### src/rtl/sbba_pkg.sv
// Shared types and constants of the span bitmap block allocator.
`timescale 1ns / 1ps

package sbba_pkg;

  localparam int ADDR_W     = 48;
  localparam int SIZE_W     = 17;
  localparam int BATCH_W    = 7;
  localparam int FREE_W     = 9;
  localparam int WORD_BITS  = 32;
  localparam int WORD_SHIFT = 5;
  localparam int MIN_BLOCK  = 8;
  localparam int RST_BLOCK  = 64;

  // request codes
  localparam logic REQ_ALLOC = 1'b0;
  localparam logic REQ_FREE  = 1'b1;

  // status codes
  localparam logic ST_OK    = 1'b0;
  localparam logic ST_RANGE = 1'b1;

  // configuration register indexes
  localparam logic CFG_SPAN_BASE  = 1'b0;
  localparam logic CFG_BLOCK_SIZE = 1'b1;

  typedef enum logic [2:0] {
    S_IDLE,
    S_A_LOAD,
    S_A_SCAN,
    S_A_DRAIN,
    S_F_CHK,
    S_F_DIV,
    S_F_MOD
  } state_t;

  typedef struct packed {
    logic vld;
    logic last;
  } grant_tag_t;

endpackage

### src/rtl/span_bitmap_block_allocator.sv
// Top level of the span bitmap block allocator: request sequencer, counters and result register.
// Usage:
//   Requests: drive start with in_req_type, in_batch_max and in_block_addr; an item is
//   taken at a rising edge with start high and busy low.
//   Results: out_valid marks each result for exactly one cycle; the receiver cannot stall.
//   An allocate item gives one result per granted block, in rising index order, the last
//   flagged by out_is_last; with nothing to grant it gives one empty result.
//   A free item gives one result.
//   Configuration: cfg_valid with cfg_index and cfg_data, always ready; write only while idle.
// Flow:
//   Allocate (one memory read port): the first result passes the bitmap read, the word load,
//   the scan, the address stage and the result register; then one grant a cycle within a
//   bitmap word, held by a load at each new word and a scan of a word with nothing free.
//   busy drops in the cycle that carries the last grant's result.
//   Empty allocate: result the cycle after the item, block stays ready.
//   Free: range check, divider (one bit a cycle), bitmap read, then clearing state; busy
//   drops with the result. An address outside the span is answered by the range check.
// Reset: synchronous; every block free, span base 0, block size 64. Word valid bits are
//   cleared at once, so no clearing pass is needed.
`timescale 1ns / 1ps

module span_bitmap_block_allocator
  import sbba_pkg::*;
#(
  parameter int NUM_BLOCKS = 256,
  parameter int MAP_WORDS  = 8,
  parameter int MAX_BATCH  = 64
) (
  input  logic               clk,
  input  logic               rst_n,
  input  logic               start,
  output logic               busy,
  input  logic               in_req_type,
  input  logic [BATCH_W-1:0] in_batch_max,
  input  logic [ADDR_W-1:0]  in_block_addr,
  output logic               out_valid,
  output logic [ADDR_W-1:0]  out_block_addr_out,
  output logic               out_granted,
  output logic               out_is_last,
  output logic               out_status,
  output logic               out_span_full,
  output logic               out_span_empty,
  output logic [FREE_W-1:0]  out_free_left,
  input  logic               cfg_valid,
  output logic               cfg_ready,
  input  logic               cfg_index,
  input  logic [ADDR_W-1:0]  cfg_data
);

  localparam int SPAN_BLOCKS = (NUM_BLOCKS < MAP_WORDS * WORD_BITS) ?
                               NUM_BLOCKS : MAP_WORDS * WORD_BITS;
  localparam int SPAN_WORDS  = (SPAN_BLOCKS + WORD_BITS - 1) / WORD_BITS;
  localparam int AW          = (SPAN_WORDS > 1) ? $clog2(SPAN_WORDS) : 1;
  localparam int IDXW        = $clog2(SPAN_BLOCKS);
  localparam int LW          = IDXW + SIZE_W;
  localparam int CW          = $clog2(SPAN_BLOCKS + 1);
  localparam int MW          = (CW > BATCH_W) ? CW : BATCH_W;
  localparam int LAST_WORD   = SPAN_WORDS - 1;
  localparam int LAST_BITS   = SPAN_BLOCKS - LAST_WORD * WORD_BITS;
  localparam logic [WORD_BITS-1:0] LAST_MASK = (LAST_BITS == WORD_BITS) ? '1 :
                                   WORD_BITS'((64'd1 << LAST_BITS) - 64'd1);

  function automatic logic [WORD_BITS-1:0] span_mask(input logic [AW-1:0] w);
    span_mask = (w == AW'(LAST_WORD)) ? LAST_MASK : '1;
  endfunction

  // configuration
  logic [ADDR_W-1:0] span_base_r;
  logic [SIZE_W-1:0] block_size_r;
  logic [SIZE_W-1:0] esize;

  // sequencer state
  state_t            state_r, state_nxt;
  logic [CW-1:0]     free_r, free_nxt;
  logic [BATCH_W-1:0] rem_r;
  logic [AW-1:0]     word_r;
  logic [WORD_BITS-1:0] cur_r;
  logic [ADDR_W-1:0] off_r;
  logic              neg_r;
  logic [LW-1:0]     limit_r;

  logic              accept;
  logic [BATCH_W-1:0] want_b, want;
  logic [WORD_BITS-1:0] avail, onehot, cur_upd;
  logic [WORD_SHIFT-1:0] pick_bit;
  logic              more;
  logic              in_range;

  // memory ports
  logic              rd_en, wr_en;
  logic [AW-1:0]     rd_addr, wr_addr;
  logic [WORD_BITS-1:0] rd_data, wr_data;

  // divider
  logic              div_start, div_done;
  logic [IDXW-1:0]   div_q;
  logic              bit_set;
  logic [CW-1:0]     free_mod;

  // address stage
  grant_tag_t        issue_tag, ag_tag;
  logic [ADDR_W-1:0] ag_addr;

  // result register
  logic              out_ld;
  logic [ADDR_W-1:0] out_addr_nxt;
  logic              out_granted_nxt, out_last_nxt, out_status_nxt;
  logic [CW-1:0]     out_free_nxt;
  logic              out_valid_r;
  logic [ADDR_W-1:0] out_addr_r;
  logic              out_granted_r, out_last_r, out_status_r;
  logic              out_full_r, out_empty_r;
  logic [FREE_W-1:0] out_free_r;

  assign busy      = (state_r != S_IDLE);
  assign accept    = start && !busy;
  assign cfg_ready = 1'b1;
  assign esize     = (block_size_r < SIZE_W'(MIN_BLOCK)) ? SIZE_W'(MIN_BLOCK) : block_size_r;

  always_ff @(posedge clk) begin
    if (!rst_n) begin
      span_base_r  <= '0;
      block_size_r <= SIZE_W'(RST_BLOCK);
    end else if (cfg_valid) begin
      case (cfg_index)
        CFG_SPAN_BASE:  span_base_r  <= cfg_data;
        CFG_BLOCK_SIZE: block_size_r <= cfg_data[SIZE_W-1:0];
        default: ;
      endcase
    end
  end

  // grant count: batch, capped by the batch limit and by what is free
  assign want_b = (in_batch_max > BATCH_W'(MAX_BATCH)) ? BATCH_W'(MAX_BATCH) : in_batch_max;
  assign want   = (MW'(want_b) > MW'(free_r)) ? BATCH_W'(free_r) : want_b;

  // scan of the current word
  assign avail = ~cur_r & span_mask(word_r);

  always_comb begin
    pick_bit = '0;
    for (int i = WORD_BITS - 1; i >= 0; i--) begin
      if (avail[i]) begin
        pick_bit = WORD_SHIFT'(i);
      end
    end
  end

  assign onehot  = WORD_BITS'(1) << pick_bit;
  assign cur_upd = cur_r | onehot;
  assign more    = ((avail & ~onehot) != '0);

  assign in_range = !neg_r && (off_r < ADDR_W'(limit_r));
  assign bit_set  = rd_data[div_q[WORD_SHIFT-1:0]];
  assign free_mod = bit_set ? free_r + 1'b1 : free_r;

  // next state
  always_comb begin
    state_nxt = state_r;
    case (state_r)
      S_IDLE: begin
        if (accept) begin
          if (in_req_type == REQ_FREE) begin
            state_nxt = S_F_CHK;
          end else if (want != '0) begin
            state_nxt = S_A_LOAD;
          end
        end
      end
      S_A_LOAD: state_nxt = S_A_SCAN;
      S_A_SCAN: begin
        if (avail == '0) begin
          state_nxt = S_A_LOAD;
        end else if (rem_r == BATCH_W'(1)) begin
          state_nxt = S_A_DRAIN;
        end else if (!more) begin
          state_nxt = S_A_LOAD;
        end
      end
      S_A_DRAIN: state_nxt = S_IDLE;
      S_F_CHK:   state_nxt = in_range ? S_F_DIV : S_IDLE;
      S_F_DIV: begin
        if (div_done) begin
          state_nxt = S_F_MOD;
        end
      end
      S_F_MOD:   state_nxt = S_IDLE;
      default:   state_nxt = S_IDLE;
    endcase
  end

  // outputs of the sequencer
  always_comb begin
    rd_en           = 1'b0;
    rd_addr         = AW'(word_r + 1'b1);
    wr_en           = 1'b0;
    wr_addr         = word_r;
    wr_data         = cur_upd;
    div_start       = 1'b0;
    issue_tag       = '0;
    out_ld          = 1'b0;
    out_addr_nxt    = '0;
    out_granted_nxt = 1'b0;
    out_last_nxt    = 1'b1;
    out_status_nxt  = ST_OK;
    out_free_nxt    = free_r;
    case (state_r)
      S_IDLE: begin
        if (accept && in_req_type == REQ_ALLOC) begin
          if (want != '0) begin
            rd_en   = 1'b1;
            rd_addr = '0;
          end else begin
            out_ld = 1'b1;
          end
        end
      end
      S_A_SCAN: begin
        if (avail == '0) begin
          rd_en = 1'b1;
        end else begin
          issue_tag.vld  = 1'b1;
          issue_tag.last = (rem_r == BATCH_W'(1));
          if (rem_r == BATCH_W'(1) || !more) begin
            wr_en = 1'b1;
          end
          if (rem_r != BATCH_W'(1) && !more) begin
            rd_en = 1'b1;
          end
        end
      end
      S_F_CHK: begin
        if (in_range) begin
          div_start = 1'b1;
        end else begin
          out_ld         = 1'b1;
          out_status_nxt = ST_RANGE;
        end
      end
      S_F_DIV: begin
        if (div_done) begin
          rd_en   = 1'b1;
          rd_addr = AW'(div_q >> WORD_SHIFT);
        end
      end
      S_F_MOD: begin
        wr_addr      = AW'(div_q >> WORD_SHIFT);
        wr_data      = rd_data & ~(WORD_BITS'(1) << div_q[WORD_SHIFT-1:0]);
        wr_en        = bit_set;
        out_ld       = 1'b1;
        out_free_nxt = free_mod;
      end
      default: ;
    endcase
    // grants leave the address stage one a cycle
    if (ag_tag.vld) begin
      out_ld          = 1'b1;
      out_addr_nxt    = ag_addr;
      out_granted_nxt = 1'b1;
      out_last_nxt    = ag_tag.last;
    end
  end

  always_comb begin
    free_nxt = free_r;
    if (state_r == S_IDLE && accept && in_req_type == REQ_ALLOC) begin
      free_nxt = free_r - CW'(want);
    end else if (state_r == S_F_MOD) begin
      free_nxt = free_mod;
    end
  end

  always_ff @(posedge clk) begin
    if (!rst_n) begin
      state_r <= S_IDLE;
      free_r  <= CW'(SPAN_BLOCKS);
    end else begin
      state_r <= state_nxt;
      free_r  <= free_nxt;
    end
  end

  always_ff @(posedge clk) begin
    if (state_r == S_IDLE && accept) begin
      word_r  <= '0;
      rem_r   <= want;
      off_r   <= in_block_addr - span_base_r;
      neg_r   <= (in_block_addr < span_base_r);
      limit_r <= LW'(SPAN_BLOCKS) * LW'(esize);
    end else if (state_r == S_A_LOAD) begin
      cur_r <= rd_data;
    end else if (state_r == S_A_SCAN) begin
      if (issue_tag.vld) begin
        cur_r <= cur_upd;
        rem_r <= rem_r - 1'b1;
      end
      if (rd_en) begin
        word_r <= AW'(word_r + 1'b1);
      end
    end
  end

  always_ff @(posedge clk) begin
    if (!rst_n) begin
      out_valid_r <= 1'b0;
    end else begin
      out_valid_r <= out_ld;
    end
    if (out_ld) begin
      out_addr_r    <= out_addr_nxt;
      out_granted_r <= out_granted_nxt;
      out_last_r    <= out_last_nxt;
      out_status_r  <= out_status_nxt;
      out_full_r    <= (out_free_nxt == '0);
      out_empty_r   <= (out_free_nxt == CW'(SPAN_BLOCKS));
      out_free_r    <= FREE_W'(out_free_nxt);
    end
  end

  assign out_valid          = out_valid_r;
  assign out_block_addr_out = out_addr_r;
  assign out_granted        = out_granted_r;
  assign out_is_last        = out_last_r;
  assign out_status         = out_status_r;
  assign out_span_full      = out_full_r;
  assign out_span_empty     = out_empty_r;
  assign out_free_left      = out_free_r;

  sbba_bitmap_store #(
    .WORDS (SPAN_WORDS),
    .AW    (AW)
  ) u_store (
    .clk     (clk),
    .rst_n   (rst_n),
    .rd_en   (rd_en),
    .rd_addr (rd_addr),
    .rd_data (rd_data),
    .wr_en   (wr_en),
    .wr_addr (wr_addr),
    .wr_data (wr_data)
  );

  sbba_div #(
    .QW (IDXW),
    .DW (LW)
  ) u_div (
    .clk      (clk),
    .rst_n    (rst_n),
    .start    (div_start),
    .dividend (LW'(off_r)),
    .divisor  (esize),
    .done     (div_done),
    .quotient (div_q)
  );

  sbba_addr_gen #(
    .IDXW (IDXW)
  ) u_addr_gen (
    .clk     (clk),
    .rst_n   (rst_n),
    .in_tag  (issue_tag),
    .idx     (IDXW'({word_r, pick_bit})),
    .esize   (esize),
    .base    (span_base_r),
    .out_tag (ag_tag),
    .addr    (ag_addr)
  );

`ifndef ASSERT_OFF
  a_accept_answered: assert property (@(posedge clk) disable iff (!rst_n)
    accept |=> (busy || out_valid))
    else $error("accepted item neither started work nor gave a result");

  a_scan_has_work: assert property (@(posedge clk) disable iff (!rst_n)
    (state_r == S_A_SCAN) |-> (rem_r != '0))
    else $error("scanning with no grants left");

  a_write_in_span: assert property (@(posedge clk) disable iff (!rst_n)
    wr_en |-> (wr_addr <= AW'(LAST_WORD)))
    else $error("bitmap write beyond the span");

  a_grant_not_empty: assert property (@(posedge clk) disable iff (!rst_n)
    (out_valid && out_granted) |-> !out_span_empty)
    else $error("granted block reported with the span empty");

  a_free_bound: assert property (@(posedge clk) disable iff (!rst_n)
    free_r <= CW'(SPAN_BLOCKS))
    else $error("free count above span size");
`endif

endmodule

### src/rtl/sbba_bitmap_store.sv
// Allocation bitmap memory with per-word valid bits that read as all free after reset.
`timescale 1ns / 1ps

module sbba_bitmap_store
  import sbba_pkg::*;
#(
  parameter int WORDS = 8,
  parameter int AW    = 3
) (
  input  logic                 clk,
  input  logic                 rst_n,
  input  logic                 rd_en,
  input  logic [AW-1:0]        rd_addr,
  output logic [WORD_BITS-1:0] rd_data,
  input  logic                 wr_en,
  input  logic [AW-1:0]        wr_addr,
  input  logic [WORD_BITS-1:0] wr_data
);

  logic [WORD_BITS-1:0] mem [WORDS];
  logic [WORDS-1:0]     vld_r;
  logic [WORD_BITS-1:0] rdata_r;
  logic                 rvld_r;

  always_ff @(posedge clk) begin
    if (wr_en) begin
      mem[wr_addr] <= wr_data;
    end
    if (rd_en) begin
      rdata_r <= mem[rd_addr];
    end
  end

  always_ff @(posedge clk) begin
    if (!rst_n) begin
      vld_r  <= '0;
      rvld_r <= 1'b0;
    end else begin
      if (wr_en) begin
        vld_r[wr_addr] <= 1'b1;
      end
      if (rd_en) begin
        rvld_r <= vld_r[rd_addr];
      end
    end
  end

  // a word never written holds no taken blocks
  assign rd_data = rvld_r ? rdata_r : '0;

endmodule

### src/rtl/sbba_div.sv
// Restoring divider that turns a span offset into a block index, one quotient bit a cycle.
`timescale 1ns / 1ps

module sbba_div
  import sbba_pkg::*;
#(
  parameter int QW = 8,
  parameter int DW = QW + SIZE_W
) (
  input  logic              clk,
  input  logic              rst_n,
  input  logic              start,
  input  logic [DW-1:0]     dividend,
  input  logic [SIZE_W-1:0] divisor,
  output logic              done,
  output logic [QW-1:0]     quotient
);

  localparam int CNTW = $clog2(QW + 1);

  logic [DW-1:0]   rem_r;
  logic [DW-1:0]   dsr_r;
  logic [QW-1:0]   q_r;
  logic [CNTW-1:0] cnt_r;
  logic            run_r;
  logic            done_r;
  logic            ge;

  assign ge = (rem_r >= dsr_r);

  always_ff @(posedge clk) begin
    if (!rst_n) begin
      run_r  <= 1'b0;
      done_r <= 1'b0;
      cnt_r  <= '0;
    end else begin
      done_r <= 1'b0;
      if (start) begin
        run_r <= 1'b1;
        cnt_r <= CNTW'(QW);
      end else if (run_r) begin
        cnt_r <= cnt_r - 1'b1;
        if (cnt_r == CNTW'(1)) begin
          run_r  <= 1'b0;
          done_r <= 1'b1;
        end
      end
    end
  end

  always_ff @(posedge clk) begin
    if (start) begin
      rem_r <= dividend;
      dsr_r <= DW'(divisor) << (QW - 1);
    end else if (run_r) begin
      if (ge) begin
        rem_r <= rem_r - dsr_r;
      end
      dsr_r <= dsr_r >> 1;
      q_r   <= {q_r[QW-2:0], ge};
    end
  end

  assign done     = done_r;
  assign quotient = q_r;

endmodule

### src/rtl/sbba_addr_gen.sv
// Address stage: block index times block size, registered, then added to the span base.
`timescale 1ns / 1ps

module sbba_addr_gen
  import sbba_pkg::*;
#(
  parameter int IDXW = 8
) (
  input  logic              clk,
  input  logic              rst_n,
  input  grant_tag_t        in_tag,
  input  logic [IDXW-1:0]   idx,
  input  logic [SIZE_W-1:0] esize,
  input  logic [ADDR_W-1:0] base,
  output grant_tag_t        out_tag,
  output logic [ADDR_W-1:0] addr
);

  logic [IDXW+SIZE_W-1:0] prod_r;
  grant_tag_t             tag_r;

  always_ff @(posedge clk) begin
    if (!rst_n) begin
      tag_r <= '0;
    end else begin
      tag_r <= in_tag;
    end
  end

  always_ff @(posedge clk) begin
    if (in_tag.vld) begin
      prod_r <= (IDXW+SIZE_W)'(idx) * (IDXW+SIZE_W)'(esize);
    end
  end

  // wraps modulo 2^48
  assign addr    = base + ADDR_W'(prod_r);
  assign out_tag = tag_r;

endmodule

### config.mk
export PLATFORM = sky130hd
export DESIGN_NAME = span_bitmap_block_allocator
export DESIGN_NICKNAME = d
export VERILOG_FILES = /design/src/rtl/sbba_pkg.sv /design/src/rtl/span_bitmap_block_allocator.sv /design/src/rtl/sbba_bitmap_store.sv /design/src/rtl/sbba_div.sv /design/src/rtl/sbba_addr_gen.sv
export SDC_FILE = /design/constraint.sdc
export NUM_CORES = 1
export LEC_CHECK = 0
export ABC_AREA = 1
export BUFFER_PORTS_ARGS = -buffer_cell sky130_fd_sc_hd__buf_2
export CELL_PAD_IN_SITES_DETAIL_PLACEMENT = 0
export CELL_PAD_IN_SITES_GLOBAL_PLACEMENT = 1
export CORE_UTILIZATION = 48
export DETAILED_ROUTE_END_ITERATION = 8
export PLACE_DENSITY_LB_ADDON = 0.1
export SETUP_SLACK_MARGIN = 0.4
export SLEW_MARGIN = 20
export SYNTH_ARGS = -nofsm -noshare
export SYNTH_HDL_FRONTEND = slang
export SYNTH_SLANG_ARGS = --single-unit
### constraint.sdc
create_clock -name clk -period 11.18 [get_ports clk]
set_input_delay 1.677 -clock clk [delete_from_list [all_inputs] [get_ports clk]]
set_output_delay 1.677 -clock clk [all_outputs]
set_load 0.02 [all_outputs]
==> results of run 1 <==
synth_stat cells, types with 3 or more instances:
master	count	area [µm²]
o22ai_1	55	344
buf_1	7	26.3
inv_1	479	1800
nand3_1	88	440
nor2_2	8	50.1
o31ai_1	24	180
o21ai_0	336	1680
nand3b_1	4	30.0
nor4_1	32	200
xor2_1	68	596
nor3_1	37	185
nand3_2	3	30.0
o21a_1	14	105
o21bai_1	16	120
o211ai_1	13	97.6
o21ai_1	9	45.0
a21oi_2	9	78.8
clkbuf_1	124	465
edfxtp_1	530	15900
nand4_1	38	238
dfxtp_1	105	2100
fa_1	94	1880
clkinv_1	6	22.5
a211oi_1	8	60.1
nand2_4	4	45.0
buf_2	15	75.1
nor2_1	505	1900
inv_2	8	30.0
a21o_1	3	22.5
xnor2_1	37	324
a21oi_1	279	1400
ha_1	178	2230
nand2_1	468	1760
a31oi_1	44	275
o21ai_2	5	43.8
o41ai_1	3	26.3
a22oi_1	12	90.1
o21bai_2	7	78.8
nand2_2	13	81.3
logic make-up (layout without fill, tap and decap cells):
kind of cell	count (synthesis)	in the layout	share of synthesized area (%)
other	1	3	0.0106
XOR/XNOR	105	105	2.60
adder cells (fa/ha/maj)	272	272	11.6
AND/OR/NAND/NOR	1208	1208	14.3
AO/OA/AOI/OAI	853	853	13.6
flip-flops	635	635	51.0
buffers and inverters	641	838	6.92
power by group through the flow:
stage / Sequential, mW / Combinational [mW] / Clock [mW]
3_3_place_gp: 3.51 / 2.50 / 0
4_1_cts: 3.48 / 2.56 / 2.42
3_5_place_dp: 3.52 / 2.54 / 0
5_1_grt: 3.51 / 2.86 / 2.51
2_1_floorplan: 3.59 / 1.61 / 0
6_report: 3.47 / 2.56 / 2.39
state kept, by name, indices dropped and copies added, names as in the netlist, 24 cells and up:
name and flops:
u_addr_gen.prod_r 25, u_store.rdata_r 32, off_r 48, u_div.dsr_r 24, out_block_addr_out 48, cur_r 32, u_div.rem_r 25, span_base_r 48
u_store.mem 256
layer usage:
metal / vias to the layer above / track usage [%] / wire length, µm / part of all wire (%)
li1: 12956 / - / - / -
met1: 13116 / 35.3 / 42600 / 43
met2: 770 / 46.9 / 50100 / 50
met3: 159 / 2.63 / 4760 / 4.8
met4: 0 / 7.73 / 2640 / 2.6
met5: - / 0 / 0 / 0
layout make-up:
cell class,instances,area share (%)
diodes,2,0.0126
clock buffers,96,4.93
clock inverters,40,1.11
inverters,493,4.67
multi-input cells,2439,37.8
flip-flops and latches,635,45.5
well taps,959,3.03
repair buffers,209,2.93
metrics by stage:
step                      utilization, %  hold WS (ns)  setup WS [ns]  power, mW
final                               54.3         0.447           3.70       8.42
after global routing                54.3         0.461           3.16       8.88
after floorplan                        -         0.424           2.16       5.20
after detailed placement            50.9         0.437           3.74       6.06
after global placement              50.9         0.435           3.68       6.01
after CTS                           54.2         0.451           3.72       8.45
worst min-delay path by stage:
stage | startpoint | end | slack (ns) | cells past startpoint
2_1_floorplan | u_div.quotient[3] | u_div.quotient[4] | 0.42 | 0
6_report | u_div.quotient[6] | u_div.quotient[7] | 0.45 | 0
5_1_grt | u_div.quotient[6] | u_div.quotient[7] | 0.46 | 0
4_1_cts | u_div.quotient[6] | u_div.quotient[7] | 0.45 | 0
3_3_place_gp | u_div.quotient[6] | u_div.quotient[7] | 0.43 | 0
3_5_place_dp | u_div.quotient[6] | u_div.quotient[7] | 0.44 | 0
==> results.yml, run 1 <==
sta:
  slew_headroom_pct: 21.2
  post-route-period-util_pct: 66.9
  skew_ns: 0.0371
  finalCriticalPeriod_ns: 7.48
  rsz0062_at_grt: "false"
  setup_viol: 0
  hold_viol: 0
  worst_pin_slew_ns: 1.18
  slew_viol_final: 0
  finalSetupTns_ns: 0
  clock.fmax_mhz: 134
routing:
  wl_mm: 100
  post_drt_wl_per_cell_um: 20.5
  viasPerCell: 5.54
  vias: 27001
  drt-initial-drc-count: 2206
  post-route-drc-count: 0
  first_pass_iters: 5
  final_antenna_net_count: 0
worst_setup_path:
  reg2reg_to: "u_addr_gen.prod_r[24]"
  startpoint_type: "register"
  r2r_start: "cur_r[29]"
  ff2ff_path_depth: 37
  r2r_slack_ns: 3.70
  cp_common_cell: "inv_1"
  endpoint: "u_addr_gen.prod_r[24]"
  crit_type: "register to register"
  cp.depth: 37
  arrival_ns: 7.86
  crit_path_end_kind: "register"
  cp.required_ns: 11.56
  cpPeakStageDelay_ns: 0.56
  path_buf_inv: 9
  critPathTopFamily: "adder cells"
  startpoint: "cur_r[29]"
  critPathSlowestCell: "fa_1"
  path_max_fanout: 17
synth:
  synth_flop_cell: "edfxtp_1"
  synth_edf_count: 530
  syn_avg_cell_area_um2: 9.51
  seq_area_frac_synth_pct: 51.0
  ys_ff_latch: 635
  syn_area_um2: 35300
  synth_fp_nets: 4096
  async_flop_share_pct: 0
  yosysUniqueCellTypes: 59
  postSynthCellCount: 3715
  ys_warn_count: 0
cts:
  cts_buffers: 74
  cts_tree: "built"
  clock_latency_ns: 0.65
  clockBufferDepth: 3
  htreeDepth: 3
  ctsHoldBuffers: 0
  clk_pin_slew_ns: 0.06
  cts_resized: 0
  clock-sinks: 635
  clockRootBuffer: "clkbuf_16"
  cts_setup_buffers: 0
floorplan:
  io_pins: 174
  die_area_um2: 74700
  die_w_um: 273
  start_util_pct: 48.4
  fp-row-count: 99
  coreArea_um2: 73000
  die_h_um: 273
global_routing:
  antenna_found_initial: 3
  grt_pass1_wl_mm: 154
  grt_pass1_vias: 26510
  grt_max_degree: 96
  overflow: 0
  grtUsageTotal_pct: 26.8
min_path:
  hp-class: "register to register"
pwr:
  irDropWorstVdd_mv: 0.177
  clkPwrFrac_pct: 28.3
  power_switching_mw: 3.08
  seqPwrFrac_pct: 41.2
  power_density_nw_per_um2: 213
  power.internal_mw: 5.34
  switching_share_pct: 36.6
  power_frac_comb_pct: 30.4
  power_leakage_nw: 16.0
outcome:
  status: "completed"
placed_design:
  placed_area_um2: 37200
  dp.cells: 4734
  gp_congestion: 0.933
  hpwl_mm: 71.1
  port_buffers: 172
final_layout:
  syn_to_final_growth_pct: 12.1
  fin_area_um2: 39600
  num-nets-final: 4233
  drive_above_1_share_pct: 10.1
  layout_common_cells: "530 x edfxtp_1, 503 x nor2_1, 476 x inv_1, 466 x nand2_1, 335 x o21ai_0"
  final_common_cell: "edfxtp_1"
  multi_input_area_um2: 15000
  regArea_um2: 18000
  nFillCells: 6600
  finalNonFillerCells: 4873
flow_run:
  maxCapViolations: 0
Note: power is estimated with default switching activity, not from simulation.
==> run 2: changes to the inputs <==
--- a/config.mk
+++ b/config.mk
@@ -9,7 +9,7 @@
 export BUFFER_PORTS_ARGS = -buffer_cell sky130_fd_sc_hd__buf_2
 export CELL_PAD_IN_SITES_DETAIL_PLACEMENT = 0
 export CELL_PAD_IN_SITES_GLOBAL_PLACEMENT = 1
-export CORE_UTILIZATION = 48
+export CORE_UTILIZATION = 44
 export DETAILED_ROUTE_END_ITERATION = 8
 export PLACE_DENSITY_LB_ADDON = 0.1
 export SETUP_SLACK_MARGIN = 0.4
==> constraint.sdc (replaced) <==
create_clock -name clk -period 6.4 [get_ports clk]
set_input_delay 0.96 -clock clk [delete_from_list [all_inputs] [get_ports clk]]
set_output_delay 0.96 -clock clk [all_outputs]
set_load 0.02 [all_outputs]
==> results.yml, run 2 (synthesized netlist as in run 1, its figures left out) <==
final_layout:
  top_register: "u_store.mem"
  drive_above_1_share_pct: 13.7
  nFillCells: 7254
  regArea_um2: 18000
  layout_common_cells: "530 x edfxtp_1, 495 x nor2_1, 468 x inv_1, 464 x nand2_1, 331 x o21ai_0"
  syn_to_final_growth_pct: 15.5
  fin_area_um2: 40800
  num-nets-final: 4327
  finalNonFillerCells: 5058
  fin_util_pct: 51.5
  final_common_cell: "edfxtp_1"
  largest_reg_flops: 256
  multi_input_area_um2: 15200
sta:
  clock.fmax_mhz: 152
  finalCriticalPeriod_ns: 6.58
  rsz0062_at_grt: "true"
  hold_viol: 0
  post-route-period-util_pct: 103
  skew_ns: 0.0273
  slew_headroom_pct: 21.5
  worst_pin_slew_ns: 1.17
  worst_slack_ns: -0.178
  setup_viol: 6
  slew_viol_final: 0
outcome:
  violations: "negative setup slack"
  status: "finished with violations"
worst_setup_path:
  path_max_fanout: 4
  cp.required_ns: 6.78
  cp_common_cell: "nand2_1"
  crit_type: "register to register"
  startpoint_type: "register"
  critPathSlowestCell: "fa_1"
  crit_path_end_kind: "register"
  arrival_ns: 6.95
  cpPeakStageDelay_ns: 0.48
global_routing:
  overflow: 0
  grt_max_degree: 134
  antenna_found_initial: 5
  grt_pass1_wl_mm: 155
  grt_pass1_vias: 27148
  grtUsageTotal_pct: 24.7
cts:
  clockBufferDepth: 3
  cts_buffers: 73
  cts_tree: "built"
  clockRootBuffer: "clkbuf_16"
  clock_latency_ns: 0.64
  clk_pin_slew_ns: 0.06
  clock-sinks: 635
  htreeDepth: 3
pwr:
  power_leakage_nw: 16.5
  irDropWorstVdd_mv: 0.291
  power_density_nw_per_um2: 369
routing:
  first_pass_iters: 7
  vias: 27129
  post_drt_wl_per_cell_um: 20.1
  wl_mm: 101
  final_antenna_net_count: 0
  drt-initial-drc-count: 1881
  viasPerCell: 5.36
  post-route-drc-count: 0
placed_design:
  dp.cells: 4907
  port_buffers: 172
  gp_congestion: 0.886
  hpwl_mm: 72.7
  placed_area_um2: 38000
floorplan:
  io_pins: 174
  die_h_um: 285
  coreArea_um2: 79300
  die_area_um2: 81500
  die_w_um: 285
  fp-row-count: 103
  start_util_pct: 44.6
min_path:
  hp-class: "register to register"
flow_run:
  maxCapViolations: 0
run 2: worst max-delay path: cells and delay by family, from the launching register on:
family / cells / cell delay [ns]
AO/OA/AOI/OAI: 10 / 1.17
adder cells (fa/ha/maj): 4 / 1.61
buffers and inverters: 5 / 0.37
AND/OR/NAND/NOR: 40 / 2.67
XOR/XNOR: 1 / 0.06
flip-flops: 1 / 0.40
run 2: layout make-up:
type	instances	share of cell area [%]
inverters	493	4.54
repair buffers	304	4.73
flip-flops and latches	635	44.1
well taps	1050	3.22
clock inverters	43	1.24
diodes	1	0.00613
multi-input cells	2439	37.3
clock buffers	93	4.86
run 2: timing repair:
action | in CTS | in global routing
resized for setup | 27 | 23
buffers inserted | 11 | 3
hold buffers | 0 | 0
pin swaps | 34 | 45
setup endpoints to repair | 9 | 13
hold endpoints to repair | 0 | 0
run 2: layer usage:
metal  track usage, %  vias to the layer above  share of wire (%)
met1             31.6                    13217                 44
met3             2.38                      158                3.4
met2             43.6                      605                 50
met4             8.16                        0                3.0
li1                 -                    13149                  -
met5                0                        -                  0
run 2: report_power, final:
part,internal [mW],leakage (nW),switching (mW)
registers,5.71,5.74,0.339
clock network,2.45,1.20,1.81
logic,1.43,9.57,3.31
run 2: path summary, 6_finish.rpt:
kind                      from                    end  cells past startpoint  slack (ns)
max                  cur_r[31]  u_addr_gen.prod_r[23]                     60       -0.18
min          u_div.quotient[6]      u_div.quotient[7]                      0        0.46
max reg2reg          cur_r[31]  u_addr_gen.prod_r[23]                     60       -0.18
min reg2reg  u_div.quotient[6]      u_div.quotient[7]                      0        0.46
run 2: stage by stage:
stage	hold WS (ns)	setup slack (ns)	TNS [ns]	power [mW]
floorplan	0.424	0.135	0	9.11
global placement	0.432	-0.199	-0.687	10.7
detailed placement	0.445	-0.222	-0.733	10.8
CTS	0.459	-0.148	-0.519	15.2
global route	0.480	-0.719	-4.56	15.9
finish	0.457	-0.178	-0.782	15.1
==> run 3: changes to the inputs <==
--- a/config.mk
+++ b/config.mk
@@ -9,6 +9,7 @@
 export BUFFER_PORTS_ARGS = -buffer_cell sky130_fd_sc_hd__buf_2
 export CELL_PAD_IN_SITES_DETAIL_PLACEMENT = 0
 export CELL_PAD_IN_SITES_GLOBAL_PLACEMENT = 1
+export CORE_ASPECT_RATIO = 1.75
 export CORE_UTILIZATION = 44
 export DETAILED_ROUTE_END_ITERATION = 8
 export PLACE_DENSITY_LB_ADDON = 0.1
==> results.yml, run 3 (synthesized netlist as in run 1, its figures left out) <==
outcome:
  status: "finished with violations"
  violations: "negative setup slack"
sta:
  finalCriticalPeriod_ns: 6.41
  whs_ns: 0.452
  skew_ns: 0.0241
  finalSetupTns_ns: -0.0172
  slew_viol_final: 0
  clock.fmax_mhz: 156
  hold_viol: 0
  slew_headroom_pct: 24.4
  rsz0062_at_grt: "true"
  worst_pin_slew_ns: 1.12
  post-route-period-util_pct: 100
  setup_viol: 2
  worst_slack_ns: -0.0131
min_path:
  hp-class: "register to register"
pwr:
  power_leakage_nw: 16.6
  power_mw: 15.1
  power_density_nw_per_um2: 369
  irDropWorstVdd_mv: 0.416
final_layout:
  diodes: 0
  drive_above_1_share_pct: 14.1
  layout_common_cells: "530 x edfxtp_1, 496 x nor2_1, 469 x inv_1, 465 x nand2_1, 330 x o21ai_0"
  nFillCells: 7616
  top_register: "u_store.mem"
  final_common_cell: "edfxtp_1"
  largest_reg_flops: 256
  syn_to_final_growth_pct: 15.9
  num-nets-final: 4358
floorplan:
  io_pins: 174
  coreArea_um2: 79500
  start_util_pct: 44.4
  die_h_um: 377
  die_area_um2: 81500
  die_w_um: 216
  fp-row-count: 137
worst_setup_path:
  cpPeakStageDelay_ns: 0.50
  cp_common_cell: "nand2_1"
  critPathSlowestCell: "fa_1"
  crit_type: "register to register"
  arrival_ns: 6.82
  path_max_fanout: 4
  cp.required_ns: 6.81
  crit_path_end_kind: "register"
  r2r_slack_ns: -0.01
  startpoint_type: "register"
cts:
  clockBufferDepth: 3
  clock_latency_ns: 0.67
  ctsHoldBuffers: 0
  cts_buffers: 66
  clk_pin_slew_ns: 0.07
  clockRootBuffer: "clkbuf_16"
  clock-sinks: 635
  htreeDepth: 3
  cts_tree: "built"
placed_design:
  hpwl_mm: 80.6
  place_ws_ns: -0.262
  port_buffers: 172
  gp_congestion: 0.896
global_routing:
  grt_max_degree: 68
  overflow: 0
  antenna_found_initial: 3
  grt_pass1_vias: 28398
  grtUsageTotal_pct: 26.7
  grt_pass1_wl_mm: 164
routing:
  post-route-drc-count: 0
  post_drt_wl_per_cell_um: 21.2
  wl_mm: 107
  vias: 27202
  final_antenna_net_count: 0
  drt-initial-drc-count: 1343
  viasPerCell: 5.36
  first_pass_iters: 5
flow_run:
  maxCapViolations: 0
run 3: cell count changes in the layout (fill, tap and decap cells not counted), moves of 3 or more:
cell and delta:
buf_4 +38, clkinv_2 -10, clkbuf_16 -6, bufinv_16 +4
buf_12 +3, buf_6 -3, clkbuf_1 +3, clkinvlp_4 -3
nor2_2 -3
run 3: final timing paths:
check,from,end,depth (start not counted)
max,cur_r[31],u_addr_gen.prod_r[24],60
min,u_div.quotient[6],u_div.quotient[7],0
max reg2reg,cur_r[31],u_addr_gen.prod_r[24],60
min reg2reg,u_div.quotient[6],u_div.quotient[7],0
run 3: worst max-delay path, delay by kind of cell, from the launching register on:
kind,cells,cell delay [ns]
xor+xnor,1,0.14
simple gates,40,2.29
buf+inv,5,0.37
flops,1,0.39
fa+ha+maj,4,1.64
compound gates,10,1.35
run 3: layout make-up:
class / count / area (µm²) / share of cell area, %
sequential: 635 / 18000 / 44.0
multi-input combinational: 2439 / 15200 / 37.1
tap: 1042 / 1300 / 3.18
inverter: 493 / 1850 / 4.52
clock inverter: 32 / 533 / 1.30
clock buffer: 88 / 1820 / 4.43
timing repair buffer: 342 / 2240 / 5.47
run 3: repair_timing:
item                                    4_1_cts  5_1_grt
setup buffers                                10        2
endpoints found under the setup margin        9       11
resized for setup                            37       10
pin swaps                                    42       23
run 3: per-stage QoR:
step / cells / area (µm²) / util (%)
after floorplan: 3715 / 35500 / -
after global routing: 5071 / 41000 / 51.5
after global placement: 4939 / 38300 / 48.2
after detailed placement: 4939 / 38300 / 48.2
after CTS: 5069 / 40900 / 51.4
final: 5071 / 41000 / 51.5
run 3: power breakdown:
| part | switching (mW) | total [mW] | internal (mW) | leakage, nW |
|---|---|---|---|---|
| combinational | 3.39 | 4.93 | 1.54 | 9.77 |
| sequential | 0.295 | 6.00 | 5.70 | 5.74 |
| clock | 1.78 | 4.19 | 2.41 | 1.12 |
run 3: layer usage:
| layer | global-route usage, % | vias up | part of all wire (%) |
|---|---|---|---|
| li1 | - | 13201 | - |
| met1 | 26.6 | 13272 | 35 |
| met2 | 53.8 | 522 | 57 |
| met3 | 2.70 | 205 | 2.9 |
| met4 | 13.2 | 2 | 4.7 |
| met5 | 0 | - | 0.012 |
